`src/rtl/core/lexical_token_scanner_assert.svh`:
```
// Assertion macros shared by the lexical token scanner RTL.
`ifndef LEXICAL_TOKEN_SCANNER_ASSERT_SVH
`define LEXICAL_TOKEN_SCANNER_ASSERT_SVH

// Antecedent holds in a cycle, consequent must hold in the same cycle.
`define LTS_ASSERT_SAME(lbl, pre, post) \
  lbl: assert property (@(posedge clk) disable iff (!rst_n) (pre) |-> (post)) \
    else $error("lexical_token_scanner: check failed");

// Antecedent holds in a cycle, consequent must hold in the next cycle.
`define LTS_ASSERT_NEXT(lbl, pre, post) \
  lbl: assert property (@(posedge clk) disable iff (!rst_n) (pre) |=> (post)) \
    else $error("lexical_token_scanner: check failed");

`endif

```
`src/rtl/core/lts_pkg.sv`:
```
// Types, codes and constants of the lexical token scanner.
package lts_pkg;

  localparam int unsigned MAX_IDENT_CHARS = 8;

  localparam logic [30:0] NUM_MAX = 31'h7FFF_FFFF;

  // Keywords packed with the first character in the lowest byte
  localparam logic [63:0] KW_IF   = 64'h0000_0000_0000_6669;
  localparam logic [63:0] KW_THEN = 64'h0000_0000_6E65_6874;
  localparam logic [63:0] KW_ELSE = 64'h0000_0000_6573_6C65;

  localparam logic [7:0] CH_LBRACE = 8'h7B;
  localparam logic [7:0] CH_RBRACE = 8'h7D;
  localparam logic [7:0] CH_COLON  = 8'h3A;
  localparam logic [7:0] CH_LESS   = 8'h3C;
  localparam logic [7:0] CH_EQUAL  = 8'h3D;
  localparam logic [7:0] CH_PLUS   = 8'h2B;
  localparam logic [7:0] CH_MINUS  = 8'h2D;
  localparam logic [7:0] CH_SPACE  = 8'h20;
  localparam logic [7:0] CH_ZERO   = 8'h30;

  typedef enum logic [2:0] {
    ST_START   = 3'd0,
    ST_COMMENT = 3'd1,
    ST_IDENT   = 3'd2,
    ST_NUMBER  = 3'd3,
    ST_LESS    = 3'd4,
    ST_COLON   = 3'd5,
    ST_HALT    = 3'd6
  } scan_state_t;

  typedef enum logic [3:0] {
    TK_IDENT  = 4'd0,
    TK_NUMBER = 4'd1,
    TK_PLUS   = 4'd2,
    TK_MINUS  = 4'd3,
    TK_LESS   = 4'd4,
    TK_LESSEQ = 4'd5,
    TK_ASSIGN = 4'd6,
    TK_IF     = 4'd7,
    TK_THEN   = 4'd8,
    TK_ELSE   = 4'd9,
    TK_END    = 4'd10,
    TK_ERROR  = 4'd11
  } token_kind_t;

  typedef struct packed {
    token_kind_t kind;
    logic [30:0] num;
    logic [63:0] text;
    logic [3:0]  len;
    logic        lim;
    logic        last;
  } tok_t;

  // Results of one input item, in order
  typedef struct packed {
    logic [1:0] n;
    tok_t       r0;
    tok_t       r1;
  } scan_push_t;

  function automatic tok_t plain_tok(token_kind_t kind);
    tok_t t;
    t      = '0;
    t.kind = kind;
    return t;
  endfunction

endpackage

```
`src/rtl/core/lts_scan.sv`:
```
// Scanner state machine: consumes one byte per transfer, builds up to two tokens.
module lts_scan (
  input  logic                clk,
  input  logic                rst_n,
  input  logic                take,
  input  logic [7:0]          char_code,
  input  logic                end_of_input,
  output lts_pkg::scan_push_t push,
  output lts_pkg::scan_state_t state
);
  import lts_pkg::*;

  scan_state_t state_r, state_nxt;
  logic [63:0] buf_r, buf_nxt;
  logic [3:0]  cnt_r, cnt_nxt;
  logic [30:0] acc_r, acc_nxt;
  logic        lim_r, lim_nxt;

  logic        is_let, is_dig, use_start;
  logic        first_v, second_v;
  tok_t        first_t, second_t, ident_t;
  token_kind_t ident_kind;
  logic [34:0] acc_ext;
  logic [3:0]  digit;

  assign is_let = ((char_code >= 8'h41) && (char_code <= 8'h5A)) ||
                  ((char_code >= 8'h61) && (char_code <= 8'h7A));
  assign is_dig = (char_code >= 8'h30) && (char_code <= 8'h39);
  assign digit  = 4'(char_code - CH_ZERO);

  // acc * 10 + digit as two shifted adds
  assign acc_ext = {1'b0, acc_r, 3'b000} + {3'b000, acc_r, 1'b0} + {31'd0, digit};

  always_comb begin
    ident_kind = TK_IDENT;
    if (!lim_r) begin
      if (cnt_r == 4'd2 && buf_r == KW_IF) ident_kind = TK_IF;
      else if (cnt_r == 4'd4 && buf_r == KW_THEN) ident_kind = TK_THEN;
      else if (cnt_r == 4'd4 && buf_r == KW_ELSE) ident_kind = TK_ELSE;
    end
    if (ident_kind == TK_IDENT) begin
      ident_t      = plain_tok(TK_IDENT);
      ident_t.text = buf_r;
      ident_t.len  = cnt_r;
      ident_t.lim  = lim_r;
    end else begin
      ident_t = plain_tok(ident_kind);
    end
  end

  always_comb begin
    state_nxt = state_r;
    buf_nxt   = buf_r;
    cnt_nxt   = cnt_r;
    acc_nxt   = acc_r;
    lim_nxt   = lim_r;
    use_start = 1'b0;
    first_v   = 1'b0;
    first_t   = plain_tok(TK_ERROR);
    second_v  = 1'b0;
    second_t  = plain_tok(TK_ERROR);
    push      = '0;

    unique case (state_r)
      ST_START: use_start = 1'b1;
      ST_COMMENT: begin
        if (end_of_input) begin
          first_v   = 1'b1;
          state_nxt = ST_HALT;
        end else if (char_code == CH_RBRACE) begin
          state_nxt = ST_START;
        end
      end
      ST_IDENT: begin
        if (!end_of_input && (is_let || is_dig)) begin
          if (cnt_r < 4'(MAX_IDENT_CHARS)) begin
            for (int i = 0; i < 8; i++) begin
              if (cnt_r == 4'(i)) buf_nxt[8*i +: 8] = char_code;
            end
            cnt_nxt = cnt_r + 4'd1;
          end else begin
            lim_nxt = 1'b1;
          end
        end else begin
          first_v   = 1'b1;
          first_t   = ident_t;
          use_start = 1'b1;
        end
      end
      ST_NUMBER: begin
        if (!end_of_input && is_dig) begin
          if (acc_ext > {4'd0, NUM_MAX}) begin
            acc_nxt = NUM_MAX;
            lim_nxt = 1'b1;
          end else begin
            acc_nxt = acc_ext[30:0];
          end
        end else begin
          first_v     = 1'b1;
          first_t     = plain_tok(TK_NUMBER);
          first_t.num = acc_r;
          first_t.lim = lim_r;
          use_start   = 1'b1;
        end
      end
      ST_LESS: begin
        first_v = 1'b1;
        if (!end_of_input && char_code == CH_EQUAL) begin
          first_t   = plain_tok(TK_LESSEQ);
          state_nxt = ST_START;
        end else begin
          first_t   = plain_tok(TK_LESS);
          use_start = 1'b1;
        end
      end
      ST_COLON: begin
        first_v = 1'b1;
        if (!end_of_input && char_code == CH_EQUAL) begin
          first_t   = plain_tok(TK_ASSIGN);
          state_nxt = ST_START;
        end else begin
          state_nxt = ST_HALT;
        end
      end
      default: state_nxt = ST_HALT;
    endcase

    // Handle the byte from the start state
    if (use_start) begin
      state_nxt = ST_START;
      if (end_of_input) begin
        second_v  = 1'b1;
        second_t  = plain_tok(TK_END);
        state_nxt = ST_HALT;
      end else if (char_code == CH_LBRACE) begin
        state_nxt = ST_COMMENT;
      end else if (char_code == CH_PLUS) begin
        second_v = 1'b1;
        second_t = plain_tok(TK_PLUS);
      end else if (char_code == CH_MINUS) begin
        second_v = 1'b1;
        second_t = plain_tok(TK_MINUS);
      end else if (char_code == CH_LESS) begin
        state_nxt = ST_LESS;
      end else if (char_code == CH_COLON) begin
        state_nxt = ST_COLON;
      end else if (char_code <= CH_SPACE) begin
        state_nxt = ST_START;
      end else if (is_let) begin
        buf_nxt   = {56'd0, char_code};
        cnt_nxt   = 4'd1;
        lim_nxt   = 1'b0;
        state_nxt = ST_IDENT;
      end else if (is_dig) begin
        acc_nxt   = {27'd0, digit};
        lim_nxt   = 1'b0;
        state_nxt = ST_NUMBER;
      end else begin
        second_v  = 1'b1;
        state_nxt = ST_HALT;
      end
    end

    // Pack results in order and mark the final one
    if (first_v && second_v) begin
      push.n       = 2'd2;
      push.r0      = first_t;
      push.r1      = second_t;
      push.r1.last = 1'b1;
    end else if (first_v) begin
      push.n       = 2'd1;
      push.r0      = first_t;
      push.r0.last = 1'b1;
    end else if (second_v) begin
      push.n       = 2'd1;
      push.r0      = second_t;
      push.r0.last = 1'b1;
    end
  end

  assign state = state_r;

  always_ff @(posedge clk) begin
    if (!rst_n) begin
      state_r <= ST_START;
      buf_r   <= '0;
      cnt_r   <= '0;
      acc_r   <= '0;
      lim_r   <= 1'b0;
    end else if (take) begin
      state_r <= state_nxt;
      buf_r   <= buf_nxt;
      cnt_r   <= cnt_nxt;
      acc_r   <= acc_nxt;
      lim_r   <= lim_nxt;
    end
  end

endmodule

```
`src/rtl/core/lts_outq.sv`:
```
// Four-entry result queue: takes up to two tokens per cycle, hands out one.
module lts_outq (
  input  logic                clk,
  input  logic                rst_n,
  input  logic                push_en,
  input  lts_pkg::scan_push_t push,
  input  logic                pop,
  output lts_pkg::tok_t       head,
  output logic                head_valid,
  output logic                room,
  output logic [2:0]          level
);
  import lts_pkg::*;

  tok_t       q_r [4];
  logic [1:0] wp_r, wp_nxt, rp_r, rp_nxt;
  logic [2:0] cnt_r, cnt_nxt;
  logic [1:0] n_in;

  assign n_in   = push_en ? push.n : 2'd0;
  assign wp_nxt = wp_r + n_in;
  assign rp_nxt = rp_r + {1'b0, pop};
  assign cnt_nxt = cnt_r + {1'b0, n_in} - {2'b00, pop};

  assign head       = q_r[rp_r];
  assign head_valid = (cnt_r != 3'd0);
  assign room       = (cnt_r <= 3'd2);
  assign level      = cnt_r;

  always_ff @(posedge clk) begin
    if (n_in != 2'd0) q_r[wp_r] <= push.r0;
    if (n_in == 2'd2) q_r[wp_r + 2'd1] <= push.r1;
  end

  always_ff @(posedge clk) begin
    if (!rst_n) begin
      wp_r  <= '0;
      rp_r  <= '0;
      cnt_r <= '0;
    end else begin
      wp_r  <= wp_nxt;
      rp_r  <= rp_nxt;
      cnt_r <= cnt_nxt;
    end
  end

endmodule

```
`src/rtl/core/lexical_token_scanner.sv`:
```
// Lexical token scanner top level: byte-driven scanner feeding a result queue.
// A token is queued at the byte transfer that ends it, then leaves on out_.
// One byte per cycle unless stalled; two tokens from one byte leave one at a time.
// Input stalls while the four-entry result queue holds more than two tokens.
// After an end or error token the scanner halts: bytes are taken, no tokens made.
// Reset (rst_n low, synchronous) returns to the start state and empties the queue.
module lexical_token_scanner (
  input  logic        clk,
  input  logic        rst_n,
  input  logic        in_valid,
  output logic        in_stall,
  input  logic [7:0]  in_char_code,
  input  logic        in_end_of_input,
  output logic        out_valid,
  input  logic        out_stall,
  output logic [3:0]  out_token_kind,
  output logic [30:0] out_number_value,
  output logic [63:0] out_ident_text,
  output logic [3:0]  out_ident_length,
  output logic        out_limit_flag,
  output logic        out_last_of_run
);
  import lts_pkg::*;

  scan_push_t  push;
  scan_state_t state;
  tok_t        head;
  logic        take, pop, room;
  logic [2:0]  level;

  assign in_stall = !room;
  assign take     = in_valid && !in_stall;
  assign pop      = out_valid && !out_stall;

  lts_scan u_scan (
    .clk          (clk),
    .rst_n        (rst_n),
    .take         (take),
    .char_code    (in_char_code),
    .end_of_input (in_end_of_input),
    .push         (push),
    .state        (state)
  );

  lts_outq u_outq (
    .clk        (clk),
    .rst_n      (rst_n),
    .push_en    (take),
    .push       (push),
    .pop        (pop),
    .head       (head),
    .head_valid (out_valid),
    .room       (room),
    .level      (level)
  );

  assign out_token_kind   = head.kind;
  assign out_number_value = head.num;
  assign out_ident_text   = head.text;
  assign out_ident_length = head.len;
  assign out_limit_flag   = head.lim;
  assign out_last_of_run  = head.last;

`include "lexical_token_scanner_assert.svh"

  `LTS_ASSERT_NEXT(a_end_halts, take && in_end_of_input, state == ST_HALT)
  `LTS_ASSERT_NEXT(a_halt_sticks, state == ST_HALT, state == ST_HALT)
  `LTS_ASSERT_SAME(a_halt_silent, state == ST_HALT, push.n == 2'd0)
  `LTS_ASSERT_SAME(a_queue_bound, 1'b1, level <= 3'd4)

endmodule

```
`config.mk`:
```
export PLATFORM = sky130hd
export DESIGN_NAME = lexical_token_scanner
export DESIGN_NICKNAME = d
export VERILOG_FILES = /design/src/rtl/core/lts_pkg.sv /design/src/rtl/core/lts_scan.sv /design/src/rtl/core/lts_outq.sv /design/src/rtl/core/lexical_token_scanner.sv
export VERILOG_INCLUDE_DIRS = /design/src /design/src/rtl/core
export SDC_FILE = /design/constraint.sdc
export NUM_CORES = 1
export LEC_CHECK = 0
export BUFFER_PORTS_ARGS = -buffer_cell sky130_fd_sc_hd__buf_2
export CAP_MARGIN = 20
export CORE_UTILIZATION = 30
export DETAILED_ROUTE_END_ITERATION = 7
export MAX_ROUTING_LAYER = met4
export SLEW_MARGIN = 25
export SYNTH_ARGS = -nofsm -noshare
export SYNTH_HDL_FRONTEND = slang
export SYNTH_SLANG_ARGS = --single-unit
```
`constraint.sdc`:
```
create_clock -name clk -period 9.9 [get_ports clk]
set_input_delay 0.495 -clock clk [delete_from_list [all_inputs] [get_ports clk]]
set_output_delay 0.495 -clock clk [all_outputs]
set_load 0.005 [all_outputs]
```
==> flow_summary.ini <==
[timing]
slew_headroom = 0.281
fmax_mhz = 186
hold_viol_final = 0
finalSetupTns_ns = 0
fin_worst_skew_ns = 0.0354
min_period_ns = 5.39
slew_viol_final = 0
tightest_slew_ns = 1.08
grt_setup_unrepaired = no
finalCritPeriodShare = 0.544
finalSetupViolations = 0

[layout]
final_common_cell = dfxtp_1
area_growth_pct = 13.2
num-fill-cells = 7822
drive_gt1_frac = 0.147
final_cell_mix = 512 x dfxtp_1, 342 x nand3_1, 341 x o21ai_0, 237 x nand2_1, 136 x a22o_1
final_util = 0.345
stdcell_area_um2 = 26400
nets = 2503
antenna_cells = 0

[worst_setup_path]
start_kind = primary input
critPathCaptureType = flop
cp.arrival_ns = 5.94
path_class = primary input to flop
worst-path-max-fanout = 41
required_ns = 10.45

[drt]
drt_iter0_drc = 1282
drt_first_pass_iters = 5
vias = 18400
antenna_left = 0
avgRoutedWirePerCell_um = 19.4
drcViolationCount = 0
routed_wl_um = 67600
via_per_inst = 5.28

[clock_tree]
cts_hold_buf = 0
clock_latency_ns = 0.62
postCtsSetupBuffers = 0
cts_resized = 0
cts-root-buf = clkbuf_16
cts_tree = built
cts_sinks = 530
cts_buffers = 53
cts-htree-levels = 2
clkTransAtPathRegs_ns = 0.06
clk_path_buf_depth = 3

[power_and_ir_drop]
power_uw = 5020
power_per_cell_area_nw_per_um2 = 190
ir_worst_vdd_v = 0.000164
leakagePower_uw = 0.00957

[synth]
async_reset_ff_frac = 0
ys_seq_area_frac = 0.462
yosysUniqueCellTypes = 60
syn_avg_cell_area_um2 = 9.58
synth_fp_nets = 2518
synth-edff-count = 16
ys_warn_count = 0
syn_area_um2 = 23300
ys.flop_type = dfxtp_1
netlist_instances = 2431
synth_seq_cells = 530

[floorplanning]
coreArea_um2 = 76500
initial_utilization = 0.305
io_pins = 120
chipHeight_um = 281
rows = 101
die_w_um = 281
dieArea_um2 = 78800

[placed_design]
portBuffers = 119
dpl-instance-area_um2 = 24600
gp_congestion = 0.889
hpwl_um = 43100

[status]
status = completed

[worst_hold_path]
hold_path.class = primary input to flop

[job]
maxCapViolCount = 0

[grt]
gr-total-overflow = 0
grt_pass1_wl_um = 106000
grt_antenna_before_repair = 2
grt_max_degree = 97
grtUsageTotal = 0.175
grt_pass1_vias = 17900
==> final cells by class <==
| cell class | instances | area, um^2 | area share |
|---|---|---|---|
| well taps | 1030 | 1290 | 0.0489 |
| inverters | 32 | 120 | 0.00455 |
| repair buffers | 144 | 803 | 0.0305 |
| clock buffers | 77 | 1510 | 0.0571 |
| clock inverters | 21 | 259 | 0.00982 |
| multi-input cells | 1655 | 11600 | 0.441 |
| flip-flops and latches | 530 | 10800 | 0.409 |
==> worst max-delay path: stages <==
cell	delay [ns]
buf_2	0.29
nand4bb_1	0.34
nor4_1	0.79
a21oi_1	0.16
o21ai_1	0.35
a21o_1	0.21
inv_1	0.06
ha_1	0.33
nand2_1	0.10
nand2_1	0.31
nand2_2	0.43
buf_4	0.44
nor2b_4	0.78
buf_4	0.56
a22o_1	0.21
==> layer usage <==
metal	vias to the layer above	part of all wire	track usage	wire [um]
met5	-	0	-	0
met4	0	0.021	0.0434	1450
met3	97	0.044	0.0217	3000
met2	418	0.48	0.284	32200
met1	8972	0.46	0.232	31000
li1	8937	-	-	-
==> synth_stat cells (9+ instances only) <==
master	n	area [um^2]
dfxtp_1	514	10300
nand3_1	344	1720
o21ai_0	341	1710
nand2_1	241	905
clkbuf_1	183	687
a22o_1	136	1190
mux4_2	105	2360
ha_1	71	888
a21oi_1	67	335
a21boi_0	47	353
nor2_1	39	146
inv_1	32	120
a31oi_1	21	131
and2_1	20	125
buf_1	20	75.1
xor2_1	20	175
nor3_1	18	90.1
edfxtp_1	16	480
and3_1	15	93.8
xnor2_1	14	123
nand4_1	13	81.3
o211ai_1	13	97.6
a22oi_1	12	90.1
nor4_1	12	75.1
o22ai_1	12	75.1
a21o_1	11	82.6
nand2b_1	10	62.6
buf_6	9	101
==> report_power, final <==
group | internal [uW] | switching [uW]
logic | 197 | 496
registers | 2180 | 84.6
clock network | 1170 | 891
total | 3550 | 1470
==> sequential cells by signal, summed over array words and instances, names as in the netlist <==
name,count
u_outq.wp_r,2
u_scan.acc_r,31
u_outq.level,3
u_outq.q_r,420
u_outq.rp_r,2
u_scan.state,3
u_scan.buf_r,64
u_scan.lim_r,1
u_scan.cnt_r,4
==> logic make-up after synthesis <==
logic type | synth area share
compound gates | 0.185
xor+xnor | 0.0128
fa+ha+maj | 0.0407
buf+inv | 0.0426
flops | 0.462
mux | 0.102
simple gates | 0.154
==> stage by stage <==
step / hold slack, ns / instances / worst slack (ns)
after floorplan: 0.420 / 2431 / 5.91
after global placement: 0.448 / 3390 / 4.15
after detailed placement: 0.445 / 3390 / 4.00
after CTS: 0.262 / 3488 / 4.65
after global routing: 0.299 / 3489 / 4.14
final: 0.290 / 3489 / 4.51
==> path summary, 6_finish.rpt <==
| path | startpoint | endpoint | slack (ns) | depth (start not counted) |
|---|---|---|---|---|
| max | in_char_code[5] | u_outq.q_r[2][19] | 4.51 | 15 |
| min | in_char_code[4] | u_scan.buf_r[4] | 0.29 | 3 |
| max reg2reg | u_scan.state[1] | u_outq.q_r[2][19] | 5.08 | 13 |
| min reg2reg | u_outq.q_r[1][15] | u_outq.q_r[1][15] | 0.47 | 2 |
(Power assumes the default switching activity.)
